--- src/rtl/core/mpgby_pkg.sv ---
`timescale 1ns / 1ps

package mpgby_pkg;

    localparam int DATA_W    = 32;
    localparam int CFG_IDX_W = 3;
    localparam int DIV_STEPS = 32;

    // register indexes on the configuration port
    localparam logic [CFG_IDX_W-1:0] CFG_GYRO_STILL_LOW  = 3'd0;
    localparam logic [CFG_IDX_W-1:0] CFG_GYRO_STILL_HIGH = 3'd1;
    localparam logic [CFG_IDX_W-1:0] CFG_ACCEL_STILL_SQ  = 3'd2;
    localparam logic [CFG_IDX_W-1:0] CFG_STILL_TIME      = 3'd3;
    localparam logic [CFG_IDX_W-1:0] CFG_MAX_DT          = 3'd4;

    localparam logic signed [DATA_W-1:0] GYRO_STILL_LOW_RST  = 32'sd0;
    localparam logic signed [DATA_W-1:0] GYRO_STILL_HIGH_RST = 32'sd131072;
    localparam logic [DATA_W-1:0]        ACCEL_STILL_SQ_RST  = 32'd429497;
    localparam logic [DATA_W-1:0]        STILL_TIME_RST      = 32'd6554;
    localparam logic [DATA_W-1:0]        MAX_DT_RST          = 32'd65536;

    typedef enum logic [1:0] {
        PAT_STOP      = 2'd0,
        PAT_LINEAR    = 2'd1,
        PAT_ROTATION  = 2'd2,
        PAT_NONLINEAR = 2'd3
    } pattern_t;

    typedef struct packed {
        logic signed [DATA_W-1:0] gyro_z;
        logic signed [DATA_W-1:0] accel_x;
        logic signed [DATA_W-1:0] accel_y;
        logic [DATA_W-1:0]        dt;
    } sample_t;

    typedef struct packed {
        logic [1:0]               pattern;
        logic signed [DATA_W-1:0] yaw_delta;
    } result_t;

    typedef enum logic [3:0] {
        ST_IDLE,
        ST_SQX,
        ST_SQY,
        ST_CLASS,
        ST_DIVSET,
        ST_DIV,
        ST_DIVEND,
        ST_DIFF,
        ST_MUL,
        ST_YAW,
        ST_DONE
    } state_t;

endpackage

--- src/rtl/core/motion_pattern_gyro_bias_yaw.sv ---
`timescale 1ns / 1ps

// Motion pattern classifier with gyro bias tracking and yaw integration. One IMU
// sample is taken at a time; the sample port stalls until its result has been
// loaded into the output register. The result is ready after two squares on the
// shared 32x32 multiplier and classification, followed when the gyro is moving by
// one yaw product on the multiplier and a saturation step, when the gyro is
// stopped and the bias mean is refreshed by the 32-step restoring divider for
// sum_reg / count_reg, and when the sample count has saturated by nothing more.
// The finished result waits in its own register, so a stalled result side only
// holds the block when a second result is ready before the first has been taken.
// Configuration writes take effect at once and are meant for idle periods only.
module motion_pattern_gyro_bias_yaw #(
    parameter int COUNT_BITS = 32
) (
    input  logic                          clk,
    input  logic                          rst_n,
    input  logic                          cfg_we,
    input  logic [mpgby_pkg::CFG_IDX_W-1:0] cfg_index,
    input  logic [mpgby_pkg::DATA_W-1:0]  cfg_data,
    input  logic                          sample_valid,
    output logic                          sample_stall,
    input  mpgby_pkg::sample_t            sample,
    output logic                          result_valid,
    input  logic                          result_stall,
    output mpgby_pkg::result_t            result
);

    import mpgby_pkg::*;

    localparam logic [COUNT_BITS-1:0] COUNT_MAX = {COUNT_BITS{1'b1}};
    localparam int DIV_CNT_W = $clog2(DIV_STEPS);

    // configuration
    logic signed [DATA_W-1:0] gyro_low_reg;
    logic signed [DATA_W-1:0] gyro_high_reg;
    logic [DATA_W-1:0]        accel_sq_reg;
    logic [DATA_W-1:0]        still_time_reg;
    logic [DATA_W-1:0]        max_dt_reg;

    // sequencer
    state_t state_reg;
    state_t state_next;
    logic   accept;
    logic   load_result;

    // held sample
    logic signed [DATA_W-1:0] gyro_reg;
    logic signed [DATA_W-1:0] ax_reg;
    logic signed [DATA_W-1:0] ay_reg;
    logic [DATA_W-1:0]        dt_reg;

    // persistent state
    logic [DATA_W-1:0]        gyro_timer_reg;
    logic [DATA_W-1:0]        accel_timer_reg;
    logic [COUNT_BITS-1:0]    count_reg;
    logic signed [63:0]       sum_reg;
    logic signed [DATA_W-1:0] bias_reg;
    logic signed [DATA_W-1:0] prev_gyro_reg;

    // working registers
    logic [63:0]              prod_reg;
    logic [63:0]              sq_acc_reg;
    logic [1:0]               pattern_reg;
    logic signed [DATA_W-1:0] yaw_reg;
    logic [DATA_W-1:0]        mag_reg;
    logic                     neg_reg;
    logic [DATA_W-1:0]        dt_eff_reg;
    logic [COUNT_BITS-1:0]    rem_reg;
    logic [DATA_W-1:0]        quo_reg;
    logic [DIV_CNT_W-1:0]     div_cnt_reg;
    logic                     gyro_settled_reg;
    result_t                  result_reg;
    logic                     result_valid_reg;

    // shared multiplier
    logic [DATA_W-1:0] mul_a;
    logic [DATA_W-1:0] mul_b;
    logic [63:0]       mul_p;

    // classification
    logic [63:0]       mag_sq;
    logic              gyro_in_band;
    logic              accel_in_band;
    logic [DATA_W:0]   gyro_timer_sum;
    logic [DATA_W:0]   accel_timer_sum;
    logic [DATA_W-1:0] gyro_timer_new;
    logic [DATA_W-1:0] accel_timer_new;
    logic              gyro_settled;
    logic              accel_settled;

    // trapezoid and yaw
    logic signed [DATA_W:0]   gyro_pair;
    logic signed [DATA_W-1:0] avg;
    logic signed [DATA_W:0]   diff;
    logic [DATA_W:0]          diff_abs;
    logic [47:0]              yaw_q;
    logic                     yaw_q_hi_zero;
    logic signed [DATA_W-1:0] yaw_sat;

    // divider
    logic [63:0]           sum_abs;
    logic [COUNT_BITS:0]   div_shift;
    logic [COUNT_BITS:0]   div_sub;
    logic                  div_take;

    function automatic logic [DATA_W-1:0] abs32(input logic signed [DATA_W-1:0] v);
        logic [DATA_W-1:0] r;
        r = v[DATA_W-1] ? (~v + 1'b1) : v;
        return r;
    endfunction

    // ---------------- configuration ----------------
    always_ff @(posedge clk or negedge rst_n)
    begin
        if (!rst_n)
        begin
            gyro_low_reg   <= GYRO_STILL_LOW_RST;
            gyro_high_reg  <= GYRO_STILL_HIGH_RST;
            accel_sq_reg   <= ACCEL_STILL_SQ_RST;
            still_time_reg <= STILL_TIME_RST;
            max_dt_reg     <= MAX_DT_RST;
        end
        else if (cfg_we)
        begin
            unique case (cfg_index)
                CFG_GYRO_STILL_LOW:  gyro_low_reg   <= cfg_data;
                CFG_GYRO_STILL_HIGH: gyro_high_reg  <= cfg_data;
                CFG_ACCEL_STILL_SQ:  accel_sq_reg   <= cfg_data;
                CFG_STILL_TIME:      still_time_reg <= cfg_data;
                CFG_MAX_DT:          max_dt_reg     <= cfg_data;
                default:             ;
            endcase
        end
    end

    // ---------------- datapath logic ----------------
    always_comb
    begin
        unique case (state_reg)
            ST_SQX:
            begin
                mul_a = abs32(ax_reg);
                mul_b = abs32(ax_reg);
            end
            ST_SQY:
            begin
                mul_a = abs32(ay_reg);
                mul_b = abs32(ay_reg);
            end
            default:
            begin
                mul_a = mag_reg;
                mul_b = dt_eff_reg;
            end
        endcase
        mul_p = mul_a * mul_b;
    end

    assign mag_sq        = sq_acc_reg + prod_reg;
    assign gyro_in_band  = (gyro_reg > gyro_low_reg) && (gyro_reg < gyro_high_reg);
    assign accel_in_band = mag_sq < {32'd0, accel_sq_reg};

    assign gyro_timer_sum  = {1'b0, gyro_timer_reg} + {1'b0, dt_reg};
    assign accel_timer_sum = {1'b0, accel_timer_reg} + {1'b0, dt_reg};

    always_comb
    begin
        if (!gyro_in_band)
            gyro_timer_new = '0;
        else if (gyro_timer_sum[DATA_W])
            gyro_timer_new = '1;
        else
            gyro_timer_new = gyro_timer_sum[DATA_W-1:0];

        if (!accel_in_band)
            accel_timer_new = '0;
        else if (accel_timer_sum[DATA_W])
            accel_timer_new = '1;
        else
            accel_timer_new = accel_timer_sum[DATA_W-1:0];
    end

    assign gyro_settled  = gyro_in_band && (gyro_timer_new > still_time_reg);
    assign accel_settled = accel_in_band && (accel_timer_new > still_time_reg);

    // floor of the pair mean, then distance from the bias
    assign gyro_pair = {gyro_reg[DATA_W-1], gyro_reg} + {prev_gyro_reg[DATA_W-1], prev_gyro_reg};
    assign avg       = gyro_pair[DATA_W:1];
    assign diff      = {avg[DATA_W-1], avg} - {bias_reg[DATA_W-1], bias_reg};
    assign diff_abs  = diff[DATA_W] ? (~diff + 1'b1) : diff;

    assign yaw_q         = prod_reg[63:16];
    assign yaw_q_hi_zero = (yaw_q[47:32] == '0);

    always_comb
    begin
        if (neg_reg)
        begin
            if (yaw_q_hi_zero && (!yaw_q[31] || (yaw_q[30:0] == '0)))
                yaw_sat = ~yaw_q[31:0] + 1'b1;
            else
                yaw_sat = 32'sh8000_0000;
        end
        else
        begin
            if (yaw_q_hi_zero && !yaw_q[31])
                yaw_sat = yaw_q[31:0];
            else
                yaw_sat = 32'sh7fff_ffff;
        end
    end

    // restoring divide step: quotient shifts in as the dividend shifts out
    assign sum_abs   = sum_reg[63] ? (~sum_reg + 1'b1) : sum_reg;
    assign div_shift = {rem_reg, quo_reg[DATA_W-1]};
    assign div_sub   = div_shift - {1'b0, count_reg};
    assign div_take  = !div_sub[COUNT_BITS];

    // ---------------- sequencer ----------------
    assign accept       = sample_valid && !sample_stall;
    assign sample_stall = (state_reg != ST_IDLE);

    always_ff @(posedge clk or negedge rst_n)
    begin
        if (!rst_n)
            state_reg <= ST_IDLE;
        else
            state_reg <= state_next;
    end

    always_comb
    begin
        state_next  = state_reg;
        load_result = 1'b0;
        unique case (state_reg)
            ST_IDLE:
            begin
                if (sample_valid)
                    state_next = ST_SQX;
            end
            ST_SQX:   state_next = ST_SQY;
            ST_SQY:   state_next = ST_CLASS;
            ST_CLASS:
            begin
                if (!gyro_settled)
                    state_next = ST_DIFF;
                else if (count_reg != COUNT_MAX)
                    state_next = ST_DIVSET;
                else
                    state_next = ST_DONE;
            end
            ST_DIVSET: state_next = ST_DIV;
            ST_DIV:
            begin
                if (div_cnt_reg == '0)
                    state_next = ST_DIVEND;
            end
            ST_DIVEND: state_next = ST_DONE;
            ST_DIFF:   state_next = ST_MUL;
            ST_MUL:    state_next = ST_YAW;
            ST_YAW:    state_next = ST_DONE;
            ST_DONE:
            begin
                if (!result_valid_reg || !result_stall)
                begin
                    load_result = 1'b1;
                    state_next  = ST_IDLE;
                end
            end
            default:   state_next = ST_IDLE;
        endcase
    end

    // ---------------- sample capture and working registers ----------------
    always_ff @(posedge clk)
    begin
        if (accept)
        begin
            gyro_reg <= sample.gyro_z;
            ax_reg   <= sample.accel_x;
            ay_reg   <= sample.accel_y;
            dt_reg   <= sample.dt;
        end

        if (state_reg == ST_SQX || state_reg == ST_SQY || state_reg == ST_MUL)
            prod_reg <= mul_p;
        if (state_reg == ST_SQY)
            sq_acc_reg <= prod_reg;

        if (state_reg == ST_CLASS)
        begin
            pattern_reg      <= {!gyro_settled, !accel_settled};
            gyro_settled_reg <= gyro_settled;
        end

        if (state_reg == ST_DIVSET)
        begin
            neg_reg     <= sum_reg[63];
            rem_reg     <= sum_abs[DATA_W +: COUNT_BITS];
            quo_reg     <= sum_abs[DATA_W-1:0];
            div_cnt_reg <= DIV_CNT_W'(DIV_STEPS - 1);
        end
        else if (state_reg == ST_DIV)
        begin
            rem_reg     <= div_take ? div_sub[COUNT_BITS-1:0] : div_shift[COUNT_BITS-1:0];
            quo_reg     <= {quo_reg[DATA_W-2:0], div_take};
            div_cnt_reg <= div_cnt_reg - 1'b1;
        end

        if (state_reg == ST_DIFF)
        begin
            neg_reg    <= diff[DATA_W];
            mag_reg    <= diff_abs[DATA_W-1:0];
            dt_eff_reg <= (dt_reg > max_dt_reg) ? '0 : dt_reg;
        end

        if (state_reg == ST_YAW)
            yaw_reg <= yaw_sat;
        else if (state_reg == ST_CLASS)
            yaw_reg <= '0;
    end

    // ---------------- persistent state ----------------
    always_ff @(posedge clk or negedge rst_n)
    begin
        if (!rst_n)
        begin
            gyro_timer_reg  <= '0;
            accel_timer_reg <= '0;
            count_reg       <= '0;
            sum_reg         <= '0;
            bias_reg        <= '0;
            prev_gyro_reg   <= '0;
        end
        else
        begin
            if (state_reg == ST_CLASS)
            begin
                gyro_timer_reg  <= gyro_timer_new;
                accel_timer_reg <= accel_timer_new;
                if (gyro_settled && count_reg != COUNT_MAX)
                begin
                    count_reg <= count_reg + 1'b1;
                    sum_reg   <= sum_reg + 64'(gyro_reg);
                end
            end
            if (state_reg == ST_DIFF)
            begin
                count_reg     <= '0;
                sum_reg       <= '0;
                prev_gyro_reg <= gyro_reg;
            end
            if (state_reg == ST_DIVEND)
                bias_reg <= neg_reg ? (~quo_reg + 1'b1) : quo_reg;
        end
    end

    // ---------------- result register ----------------
    always_ff @(posedge clk or negedge rst_n)
    begin
        if (!rst_n)
            result_valid_reg <= 1'b0;
        else if (load_result)
            result_valid_reg <= 1'b1;
        else if (!result_stall)
            result_valid_reg <= 1'b0;
    end

    always_ff @(posedge clk)
    begin
        if (load_result)
        begin
            result_reg.pattern   <= pattern_reg;
            result_reg.yaw_delta <= gyro_settled_reg ? '0 : yaw_reg;
        end
    end

    assign result_valid = result_valid_reg;
    assign result       = result_reg;

endmodule
--- config.mk ---
export PLATFORM = sky130hd
export DESIGN_NAME = motion_pattern_gyro_bias_yaw
export DESIGN_NICKNAME = d
export VERILOG_FILES = /design/src/rtl/core/mpgby_pkg.sv /design/src/rtl/core/motion_pattern_gyro_bias_yaw.sv
export SDC_FILE = /design/constraint.sdc
export NUM_CORES = 2
export LEC_CHECK = 0
export BUFFER_PORTS_ARGS = -buffer_cell sky130_fd_sc_hd__clkbuf_2
export CAP_MARGIN = 30
export CORE_UTILIZATION = 42
export DETAILED_ROUTE_END_ITERATION = 8
export HOLD_SLACK_MARGIN = 0.1
export PLACE_DENSITY = 0.62
export SETUP_SLACK_MARGIN = 0.1
export SYNTH_ARGS = -nofsm -noshare
export SYNTH_HDL_FRONTEND = slang
export SYNTH_SLANG_ARGS = --single-unit
--- constraint.sdc ---
create_clock -name clk -period 31.2 [get_ports clk]
set_input_delay 3.12 -clock clk [delete_from_list [all_inputs] [get_ports clk]]
set_output_delay 3.12 -clock clk [all_outputs]
set_load 0.02 [all_outputs]
==> summary.md <==
| Metric | Value |
|---|---|
| Crit end category | flop |
| Critical path type | flop to flop |
| Port bufs | 203 |
| Synth unique cells | 100 |
| Layout cells sized above 1 | 7.69% |
| Number of routed nets with antenna violations | 0 |
| Hold endpoint | result[33] |
| Dpl cells | 12400 |
| Seq/Total Area, Yosys | 26.6% |
| CTS sink count | 848 |
| Clk Latency, worst-skew pair | 800 ps |
| CP Data Required Time | 31690 ps |
| Final worst-path cycle share | 38.2% |
| Critical Path Start | state_reg[1] |
| Largest net degree at the start of global routing | 83 |
| Fraction of registers with async set/reset | 45.9% |
| DRC | 0 |
| Reg2reg setup slack | 19270 ps |
| Setup_tns | 0 ps |
| Post-CTS Setup Bufs | 0 |
| Mean Syn Cell Area | 9.12 um^2 |
| Worst flop-to-flop path startpoint | state_reg[1] |
| Post-Synth XOR/XNOR Area | 4.82% |
| IO Pins | 204 |
| Clk root buf | clkbuf_16 |
| CP max stage delay | 750 ps |
| Pin slew with the least headroom to its limit | 1090 ps |
| RR Endpoint | prod_reg[57] |
| Placed instance area | 92700 um^2 |
| Final weighted congestion in routability-driven placement | 0.988 |
| Hold Buf Count CTS | 0 |
| Met3 usage | 4.76% |
| CTS H-Tree Depth | 3 |
| Synth area leader | fa_1 |
| First-pass GRT wire length | 437 mm |
| Post-route cell area | 96400 um^2 |
| Mux share of post-synthesis cell area | 1.36% |
| Max Clock Skew | 78.5 ps |
| Post-CTS sizing | 0 |
| Worst EP arrival | 12420 ps |
| Routed length per instance | 22.8 um |
| Yosys reg bits | 848 |
| Synthesized netlist cell count | 9685 |
| Yosys top cell area share | 20.5% |
| Worst R2R Path Depth | 34 |
| Core area | 208000 um^2 |
| Vias/cell | 5.62 |
| CTS clk-pin slew, worst paths | 60 ps |
| Total grt overflow | 0 |
| Post-Synth Simple-Gate Area | 15.1% |
| Std-Cell Rows | 167 |
| Area contributors post-synth | fa_1, edfxtp_1, ha_1, dfrtp_1, inv_1 |
| CTS Buf Count | 102 |
| Drt total wl | 287 mm |
| DIE HEIGHT | 461 um |
| Hold Crit Start | pattern_reg[1] |
| Nets | 11600 |
| Clock Tree Buf Depth | 3 |
| Vias | 71000 |
| Fmax | 0.0838 GHz |
| Synth-to-layout area growth | 9.11% |
| Vias in the first global route | 71400 |
| GR Util met2 | 42.8% |
| Rel. slew slack | 26.7% |
| Cell mode on critical path | fa_1 |
| Worst hold stages | 0 |
| Max cap viols | 0 |
| Hold violation count in the final report | 0 |
| Compound-Gate Fraction of Synth Area | 13.8% |
| Die Width | 461 um |
| Crit-path max FO | 46 |
| Worst Setup Start Kind | flop |
| Initial Util | 42.4% |
| Die area | 212000 um^2 |
| Top cell family by delay on the critical path | compound AO/OA/AOI/OAI gates |
| Slowest cell on crit path | dfrtp_1 |
| Fill cells | 19900 |
| Dpl hpwl | 225 mm |
| Initial antenna violation count | 23 |
| Netlist Area Pre-Place | 88300 um^2 |
| Worst path bufs/invs | 7 |
| CTS tree | done |
| Met1 Use GR | 36.1% |
| Worst Hold Class | flop to flop |
| Post-synthesis adder-cell area fraction | 31.0% |
| Final Critical Period | 11930 ps |
| Synth Flop Type | edfxtp_1 |
| EDFF count, synth | 454 |
| Gr busiest metal | met2 |
| Syn Nets | 11500 |
| DR iter-0 viols | 5572 |
| Ys Warns | 0 |
| Largest family of logic cells by synthesized area | adder cells |
| RSZ-0062 raised after global routing | no |
| Status | completed |
| Total GRT Usage | 27.2% |
| Final setup violation count | 0 |
| Detailed Routing Iterations Pass 1 | 7 |
| Max-slew violation count | 0 |
| Post-Layout Cell Count | 12600 |
synthesized netlist by cell type (all sizes together), types with 23 or more instances:
cell and instances:
o21a 96, a21oi 489, nand2b 77, dfrtp 369
nand2 1081, nor2b 134, buf 30, or3 56
or4 38, o211ai 30, clkbuf 361, or2 48
and3 54, a211oi 38, o21ai 538, and2 40
o22ai 28, mux2 74, edfxtp 454, mux2i 37
inv 1305, nor4 39, ha 746, fa 903
xor2 212, xnor2 274, nand3 164, a221oi 23
o31ai 95, nand4 90, o41ai 30, o21bai 49
a21o 267, nor3 117, a31oi 55, nor2 979
layout by cell type (no fill, tap or decap), types with 55 or more instances in the layout:
cell,netlist,final
a21o_1,267,264
a21oi_1,488,481
a31oi_1,55,55
buf_4,0,122
clkbuf_16,0,105
clkbuf_2,0,202
dfrtp_1,369,368
edfxtp_1,454,454
fa_1,903,903
ha_1,746,746
inv_1,1302,1301
mux2_2,74,74
nand2_1,1079,1078
nand2b_1,77,77
nand3_1,164,162
nand4_1,90,90
nor2_1,979,970
nor2b_1,134,133
nor3_1,115,113
o21a_1,96,96
o21ai_0,531,531
o31ai_1,67,67
xnor2_1,274,274
xor2_1,212,212
through the flow:
stage | hold slack [ps] | util [%] | setup slack, ps
6_report | 439 | 46.3 | 19270
5_1_grt | 438 | 46.3 | 18790
3_3_place_gp | 404 | 44.4 | 19280
4_1_cts | 438 | 46.3 | 19450
2_1_floorplan | 400 | - | 20330
3_5_place_dp | 423 | 44.5 | 19510
metal layers:
metal	part of all wire (%)	routed length, um
met2	45	129000
met1	42	122000
met5	0.031	88
met4	5.5	15700
met3	7.4	21400
worst max path at each step:
stage	to	slack, ps	depth (start not counted)
2_1_floorplan	prod_reg[60]	20330	33
5_1_grt	prod_reg[60]	18790	37
3_3_place_gp	prod_reg[60]	19280	36
3_5_place_dp	prod_reg[57]	19510	34
6_report	prod_reg[57]	19270	34
4_1_cts	prod_reg[57]	19450	34
final cells by class:
| type | instances | area (um^2) | share of cell area (%) |
|---|---|---|---|
| multi-input cells | 7141 | 58700 | 60.9 |
| flip-flops and latches | 848 | 23500 | 24.4 |
| inverters | 1305 | 4900 | 5.09 |
| well taps | 2788 | 3490 | 3.62 |
| clock buffers | 127 | 2780 | 2.88 |
| repair buffers | 339 | 2210 | 2.29 |
| clock inverters | 64 | 820 | 0.850 |
| diodes | 18 | 45.0 | 0.0467 |
kinds of logic after synthesis:
| family | Yosys count |
|---|---|
| mux | 111 |
| buf+inv | 1696 |
| compound gates | 1912 |
| flops | 848 |
| fa+ha+maj | 1649 |
| xor+xnor | 486 |
| simple gates | 2983 |
worst reg2reg max path: cells and delay by family, from the launching register on:
kind                       cells  cell delay, ps
DFF                            1             750
xor gates and xnor gates       1              80
adders and majority gates      9            3990
and+or+nand+nor                5            1410
buffers and inverters          7            1210
AOI/OAI and AO/OA             12            4230
Power is left out: the tool's default activity adds up to more than one toggle a clock period on the data nets, which glitch-free logic cannot reach.
